[src/design/tic_pkg.sv]
`default_nettype none
package tic_pkg;

  // Sizing of the waypoint counters
  localparam int MAX_POINTS = 64;
  localparam int PC_W       = $clog2(MAX_POINTS + 1);

  // Fixed-point constants (Q16.16 inputs, Q32.16 costs)
  localparam logic [47:0] SAT48              = 48'hFFFF_FFFF_FFFF;
  localparam logic [47:0] INFEASIBLE_PENALTY = 48'd65536000;
  localparam logic [47:0] ONE_Q              = 48'd65536;
  localparam logic [47:0] CAUTION_Q          = 48'd52429;
  localparam logic signed [19:0] PI_Q        = 20'sd205887;
  localparam logic signed [19:0] TWO_PI_Q    = 20'sd411775;

  // Iterative unit sizes
  localparam int DIV_W  = 48;
  localparam int DSR_W  = 32;
  localparam int RAD_W  = 66;
  localparam int ROOT_W = 36;

  typedef enum logic [2:0] {
    REG_GOAL_X, REG_GOAL_Y, REG_GOAL_Z, REG_INTEGRITY_WEIGHT,
    REG_MISSION_WEIGHT, REG_SMOOTH_WEIGHT, REG_TURN_WEIGHT, REG_ALIGN_WEIGHT
  } reg_idx_t;

  typedef enum logic [1:0] {DIV_RATIO, DIV_EFFORT, DIV_ALIGN} div_sel_t;
  typedef enum logic [1:0] {MUL_SQ, MUL_HINGE, MUL_WLO, MUL_WHI} mul_sel_t;
  typedef enum logic [1:0] {NRM_PREV, NRM_FUT, NRM_GOAL} nrm_sel_t;
  typedef enum logic [2:0] {
    TERM_INTEG, TERM_GOAL, TERM_EFFORT, TERM_TURN, TERM_ALIGN
  } term_t;

  typedef struct packed {
    logic               op;
    logic signed [31:0] protection_level;
    logic signed [31:0] alert_limit;
    logic signed [18:0] heading;
    logic signed [31:0] vec_x;
    logic signed [31:0] vec_y;
    logic signed [31:0] vec_z;
    logic               future_valid;
    logic signed [18:0] future_heading;
    logic signed [31:0] future_vel_x;
    logic signed [31:0] future_vel_y;
    logic signed [31:0] future_vel_z;
  } item_t;

  // Controller to datapath commands
  typedef struct packed {
    logic     load;
    logic     div_start;
    div_sel_t div_sel;
    mul_sel_t mul_sel;
    logic [1:0] sq_idx;
    logic     acc_clr;
    logic     acc_add;
    logic     sqrt_start;
    nrm_sel_t nrm_sel;
    logic     breach_set;
    logic     hinge_upd;
    logic     turn_upd;
    logic     effort_upd;
    logic     align_upd;
    logic     commit;
    logic     jclr;
    logic     jgoal_upd;
    logic     jeff_upd;
    logic     jal_upd;
    term_t    term;
    logic     tot_clr;
    logic     tot_add;
    logic     pen_add;
    logic     out_load;
    logic     acc_reset;
  } cmd_t;

  // Datapath to controller status
  typedef struct packed {
    logic op;
    logic full;
    logic al_nonpos;
    logic pl_pos;
    logic pc_nz;
    logic pc_ge2;
    logic mc_nz;
    logic fut_valid;
    logic div_done;
    logic sqrt_done;
  } sts_t;

  function automatic logic [47:0] sat_add(input logic [47:0] a, input logic [47:0] b);
    logic [48:0] s;
    s = {1'b0, a} + {1'b0, b};
    return s[48] ? SAT48 : s[47:0];
  endfunction

  // Magnitude of a heading difference wrapped into [-pi, pi]
  function automatic logic [17:0] wrap_abs(input logic signed [18:0] a,
                                           input logic signed [18:0] b);
    logic signed [19:0] d;
    logic signed [19:0] w;
    d = {a[18], a} - {b[18], b};
    if (d > PI_Q)       w = d - TWO_PI_Q;
    else if (d < -PI_Q) w = d + TWO_PI_Q;
    else                w = d;
    w = w[19] ? -w : w;
    return w[17:0];
  endfunction

endpackage
`default_nettype wire

[src/design/tic_ctrl.sv]
`default_nettype none
module tic_ctrl (
  input  wire logic          clk,
  input  wire logic          rst_n,
  input  wire logic          in_tvalid,
  output logic               in_tready,
  output logic               out_tvalid,
  input  wire logic          out_tready,
  input  wire tic_pkg::sts_t sts,
  output tic_pkg::cmd_t      cmd
);
  typedef enum logic [4:0] {
    S_IDLE, S_CHECK, S_DIVW, S_HMUL, S_HADD, S_TURN,
    S_SQ0, S_SQ1, S_SQ2, S_SQ3, S_RT, S_RTW, S_FUT, S_UPD,
    S_EDIV, S_EDIVW, S_ADIV, S_ADIVW, S_WLO, S_WHI, S_WSUM, S_PEN, S_OUT
  } state_t;

  state_t            state_r;
  tic_pkg::nrm_sel_t nsel_r;
  tic_pkg::term_t    term_r;
  logic              out_valid_r;
  logic              out_free;
  logic              out_set;

  assign out_free = !out_valid_r || out_tready;
  assign out_set  = (state_r == S_OUT) && out_free;

  // Sequencer
  always_ff @(posedge clk) begin
    if (!rst_n) begin
      state_r     <= S_IDLE;
      nsel_r      <= tic_pkg::NRM_PREV;
      term_r      <= tic_pkg::TERM_INTEG;
      out_valid_r <= 1'b0;
    end else begin
      out_valid_r <= out_set || (out_valid_r && !out_tready);
      unique case (state_r)
        S_IDLE:  if (in_tvalid) state_r <= S_CHECK;
        S_CHECK: begin
          if (sts.op) begin
            if (sts.pc_nz) begin
              nsel_r  <= tic_pkg::NRM_GOAL;
              state_r <= S_SQ0;
            end else begin
              state_r <= S_EDIV;
            end
          end else if (sts.full)      state_r <= S_IDLE;
          else if (sts.al_nonpos)     state_r <= S_TURN;
          else if (sts.pl_pos)        state_r <= S_DIVW;
          else                        state_r <= S_TURN;
        end
        S_DIVW:  if (sts.div_done) state_r <= S_HMUL;
        S_HMUL:  state_r <= S_HADD;
        S_HADD:  state_r <= S_TURN;
        S_TURN: begin
          if (sts.pc_nz) begin
            nsel_r  <= tic_pkg::NRM_PREV;
            state_r <= S_SQ0;
          end else begin
            state_r <= S_FUT;
          end
        end
        S_SQ0:   state_r <= S_SQ1;
        S_SQ1:   state_r <= S_SQ2;
        S_SQ2:   state_r <= S_SQ3;
        S_SQ3:   state_r <= S_RT;
        S_RT:    state_r <= S_RTW;
        S_RTW: begin
          if (sts.sqrt_done) begin
            unique case (nsel_r)
              tic_pkg::NRM_PREV: state_r <= S_FUT;
              tic_pkg::NRM_FUT:  state_r <= S_UPD;
              tic_pkg::NRM_GOAL: state_r <= S_EDIV;
              default:           state_r <= S_FUT;
            endcase
          end
        end
        S_FUT: begin
          if (sts.fut_valid) begin
            nsel_r  <= tic_pkg::NRM_FUT;
            state_r <= S_SQ0;
          end else begin
            state_r <= S_UPD;
          end
        end
        S_UPD:   state_r <= S_IDLE;
        S_EDIV:  state_r <= sts.pc_ge2 ? S_EDIVW : S_ADIV;
        S_EDIVW: if (sts.div_done) state_r <= S_ADIV;
        S_ADIV: begin
          term_r  <= tic_pkg::TERM_INTEG;
          state_r <= sts.mc_nz ? S_ADIVW : S_WLO;
        end
        S_ADIVW: if (sts.div_done) state_r <= S_WLO;
        S_WLO:   state_r <= S_WHI;
        S_WHI:   state_r <= S_WSUM;
        S_WSUM: begin
          if (term_r == tic_pkg::TERM_ALIGN) begin
            state_r <= S_PEN;
          end else begin
            term_r  <= tic_pkg::term_t'(term_r + 3'd1);
            state_r <= S_WLO;
          end
        end
        S_PEN:   state_r <= S_OUT;
        S_OUT: begin
          if (out_free) state_r <= S_IDLE;
        end
        default: state_r <= S_IDLE;
      endcase
    end
  end

  // Command decode
  always_comb begin
    cmd         = '0;
    cmd.nrm_sel = nsel_r;
    cmd.term    = term_r;
    unique case (state_r)
      S_IDLE:  cmd.load = in_tvalid;
      S_CHECK: begin
        if (sts.op) begin
          cmd.jclr    = 1'b1;
          cmd.tot_clr = 1'b1;
        end else if (!sts.full) begin
          if (sts.al_nonpos) begin
            cmd.breach_set = 1'b1;
          end else if (sts.pl_pos) begin
            cmd.div_start = 1'b1;
            cmd.div_sel   = tic_pkg::DIV_RATIO;
          end
        end
      end
      S_HMUL:  cmd.mul_sel   = tic_pkg::MUL_HINGE;
      S_HADD:  cmd.hinge_upd = 1'b1;
      S_TURN:  cmd.turn_upd  = sts.pc_nz;
      S_SQ0: begin
        cmd.mul_sel = tic_pkg::MUL_SQ;
        cmd.sq_idx  = 2'd0;
        cmd.acc_clr = 1'b1;
      end
      S_SQ1: begin
        cmd.mul_sel = tic_pkg::MUL_SQ;
        cmd.sq_idx  = 2'd1;
        cmd.acc_add = 1'b1;
      end
      S_SQ2: begin
        cmd.mul_sel = tic_pkg::MUL_SQ;
        cmd.sq_idx  = 2'd2;
        cmd.acc_add = 1'b1;
      end
      S_SQ3:   cmd.acc_add    = 1'b1;
      S_RT:    cmd.sqrt_start = 1'b1;
      S_RTW: begin
        if (sts.sqrt_done) begin
          unique case (nsel_r)
            tic_pkg::NRM_PREV: cmd.effort_upd = 1'b1;
            tic_pkg::NRM_FUT:  cmd.align_upd  = 1'b1;
            tic_pkg::NRM_GOAL: cmd.jgoal_upd  = 1'b1;
            default: ;
          endcase
        end
      end
      S_UPD:   cmd.commit = 1'b1;
      S_EDIV: begin
        cmd.div_start = sts.pc_ge2;
        cmd.div_sel   = tic_pkg::DIV_EFFORT;
      end
      S_EDIVW: cmd.jeff_upd = sts.div_done;
      S_ADIV: begin
        cmd.div_start = sts.mc_nz;
        cmd.div_sel   = tic_pkg::DIV_ALIGN;
      end
      S_ADIVW: cmd.jal_upd = sts.div_done;
      S_WLO:   cmd.mul_sel = tic_pkg::MUL_WLO;
      S_WHI:   cmd.mul_sel = tic_pkg::MUL_WHI;
      S_WSUM:  cmd.tot_add = 1'b1;
      S_PEN:   cmd.pen_add = 1'b1;
      S_OUT: begin
        cmd.out_load  = out_free;
        cmd.acc_reset = out_free;
      end
      default: ;
    endcase
  end

  assign in_tready  = state_r == S_IDLE;
  assign out_tvalid = out_valid_r;
endmodule
`default_nettype wire

[config.mk]
export PLATFORM = sky130hd
export DESIGN_NAME = tic_ctrl
export DESIGN_NICKNAME = d
export VERILOG_FILES = /design/src/design/tic_pkg.sv /design/src/design/tic_ctrl.sv
export SDC_FILE = /design/constraint.sdc
export NUM_CORES = 1
export LEC_CHECK = 0
export ABC_AREA = 1
export BUFFER_PORTS_ARGS = -buffer_cell sky130_fd_sc_hd__buf_4
export CAP_MARGIN = 20
export CORE_MARGIN = 2
export CORE_UTILIZATION = 48
export CTS_CLUSTER_SIZE = 40
export DETAILED_ROUTE_END_ITERATION = 8
export GPL_TIMING_DRIVEN = 0
export PLACE_DENSITY = 0.86
export SYNTH_ARGS = -nofsm -noshare
export SYNTH_HDL_FRONTEND = slang
export SYNTH_SLANG_ARGS = --single-unit
[constraint.sdc]
create_clock -name clk -period 2.1 [get_ports clk]
set_clock_uncertainty 0.2 [all_clocks]
set_input_delay 0.21 -clock clk [delete_from_list [all_inputs] [get_ports clk]]
set_output_delay 0.21 -clock clk [all_outputs]
set_load 0.005 [all_outputs]
==> metrics <==
most common cell in the netlist nand2_1; Yosys top cell by area nand2_1; Mapped Cells about 220; FF-to-FF path depth 9; WP data required 1.69 ns; total track usage 0.2602; largest net degree at the start of global routing 11; Syn Std Cell Area between 1000 and 1500 um^2; sw frac 0.5029; status completed; CTS Buffer Depth 2; Seq pwr share 0.238; Clk Latency, worst-skew pair 0.29 ns; DRC Markers 0; reg-to-reg critical path endpoint state_r[0]; Critical Path AT 1.58 ns; GPL Wtd Cong ~0.9; post-synthesis mux area share 0; Yosys cell types 24; area share of fa/ha/maj cells after synthesis 0.02148; Lkg Pwr 1.007 nW; Synth top cells by count 62 x nand2_1, 36 x inv_1, 36 x nor2_1; Syn Area/Cell around 5.3 um^2; Total Power 0.001352 W; worst hold path depth 4; Simple-Gate Fraction of Synth Area 0.5091; reg2reg setup slack roughly 0.35 ns; Cell Int Power 0.0006721 W; largest family of logic cells by synthesized area simple AND/OR/NAND/NOR gates; clock slew at reported path FFs 0.09 ns; IO Pins 47; Yosys warning total 0; Die Footprint 2837 um^2; Core Box Area 2255 um^2; initial antenna violation count 0; input/output buffers 46; worst setup slack after placement between 0.3 and 0.4 ns; 1st-pass router iterations 4; Die Ht 53.26 um; total nets after synthesis ~240; critical path capture point type primary output; Non-Filler Instances 300; worst-path fanout max 6; Routed Antenna Nets 0; Post-DP Area 1545 um^2; Compound-Gate Fraction of Synth Area 0.1020; HP Start out_tready; Hold Violations, Final 0; Hold EP out_tvalid; EDFF count, synth 0; FP Rows 17; layout cells sized above 1 0.3015; Tcrit/Tclk final 0.9457; vias in the first global route between 1000 and 1500; r2r startpoint state_r[0]; Synth Register Bits 11; routed wire length 3324 um; register area share after synthesis 0.1890; Clk Tree Root Cell clkbuf_4; setup ws final ~0.11 ns; first-pass GRT wire length 5361 um; setup TNS 0 ns; total gr overflow 0; Clk pwr share 0.119; largest cells by area after synthesis nand2_1 20%, dfxtp_1 19%, inv_1 12%; fin crit period 1.986 ns; routed vias 1519; unrepaired setup endpoints after global routing true; TritonCTS clock tree built; Peak VDD IR slightly above 0.7 mV; area grow syn2layout 38.67%; H-tree Lvls 1; Worst Hold Class input port to flop; n_diodes 0; CTS sink count 11; CTS Buf Count 3; worst slew pin tran 0.2866 ns; CP startpoint kind flop; ys async rst share 0; Die Wd 53.26 um; WL/cell 11.08 um; nets@finish 289; endpoints failing setup 0; Post-Synth XOR/XNOR Area 0.007519; design area ~1600 um^2; vias per cell 5.063; Initial DRC Count 48; top cell type's share of synthesized area 0.1998; Comb pwr share 0.643; Primary FF master, synth dfxtp_1; fmax 0.5035 GHz; post-DP HPWL 2658 um; critical path launch point state_r[2]; starting density of the core 0.5166; Power Density 837.0 nW/um^2; placed cell count 293; Max-slew headroom 0.8077; CP Class flop to primary output; Final Max Tran Viols 0; max cap viols 0; P_sw 0.0006800 W
-- worst max path at each step --
stage | slack, ns | endpoint | cells past startpoint
floorplan | 0.59 | term_r[2] | 7
global placement | 0.35 | cmd[29] | 6
detailed placement | 0.33 | cmd[29] | 7
CTS | 0.002 | cmd[29] | 6
global route | -0.03 | cmd[14] | 5
finish | 0.11 | cmd[29] | 6
-- worst max-delay path, stage by stage (launching register included) --
cell and delay, ns:
dfxtp_1 0.49, nand2_1 0.15, inv_2 0.12, nand3_1 0.16
nand2_1 0.15, a31o_2 0.12, buf_4 0.10
-- routing by layer --
metal  wire length, um  GRT usage  part of all wire
met2              1612     0.4362              0.48
met5                 0          0                 0
met4                76     0.1282             0.023
met3               185    0.02542             0.056
met1              1450     0.3276              0.44
-- cell type report --
type / count / area [um^2]
Tap cell: 28 / 35.03
Buffer: 4 / 30.03
Sequential cell: 11 / 222.7
Clock buffer: 3 / 22.52
Clock inverter: 1 / 5.005
Inverter: 45 / 168.9
Multi-Input combinational cell: 159 / 763.2
Timing Repair Buffer: 49 / 367.9
Fill cell: 217 / 639.4
-- power by group through the flow --
stage	sequential (W)	combinational (W)	clock, W
2_1_floorplan	0.000308	0.000527	0
3_3_place_gp	0.000320	0.000768	0
3_5_place_dp	0.000321	0.000775	0
4_1_cts	0.000316	0.000778	0.000166
5_1_grt	0.000329	0.000969	0.000171
6_report	0.000322	0.000869	0.000161
-- through the flow --
stage,hold WS [ns],utilization
after floorplan,0.1791,-
after global placement,0.2945,0.6854
after detailed placement,0.2963,0.6854
after CTS,0.01789,0.6976
after global routing,0.04165,0.7164
final,0.02295,0.7164
-- cell usage in the layout, fill, tap and decap left out, types with 3 or more instances in the layout --
cell type	netlist	routed
inv_1	36	36
nand2_1	62	62
a21oi_1	13	13
nor3_1	4	4
nor2_4	2	5
inv_2	8	8
nor2_2	6	4
nor2_1	36	35
buf_4	4	53
clkbuf_4	0	3
nand3_1	18	18
dfxtp_1	11	9
nand3_2	3	3
-- cells by family (layout without fill, tap and decap cells) --
logic type,after synthesis,in the layout
xor gates and xnor gates,1,1
DFF,11,11
AOI/OAI and AO/OA,21,21
adders and majority gates,2,2
and+or+nand+nor,135,135
buffers and inverters,49,102
-- state kept, by name (all words and copies together) (netlist names) --
name / count
nsel_r: 2
state_r: 5
out_tvalid: 1
term_r: 3
-- what timing repair did --
item                       4_1_cts  5_1_grt
setup buffers                    0        3
hold buffers                     0        0
setup endpoints to repair        0        5
gates resized for setup          0        6
Note: power is estimated with default switching activity, not from simulation.
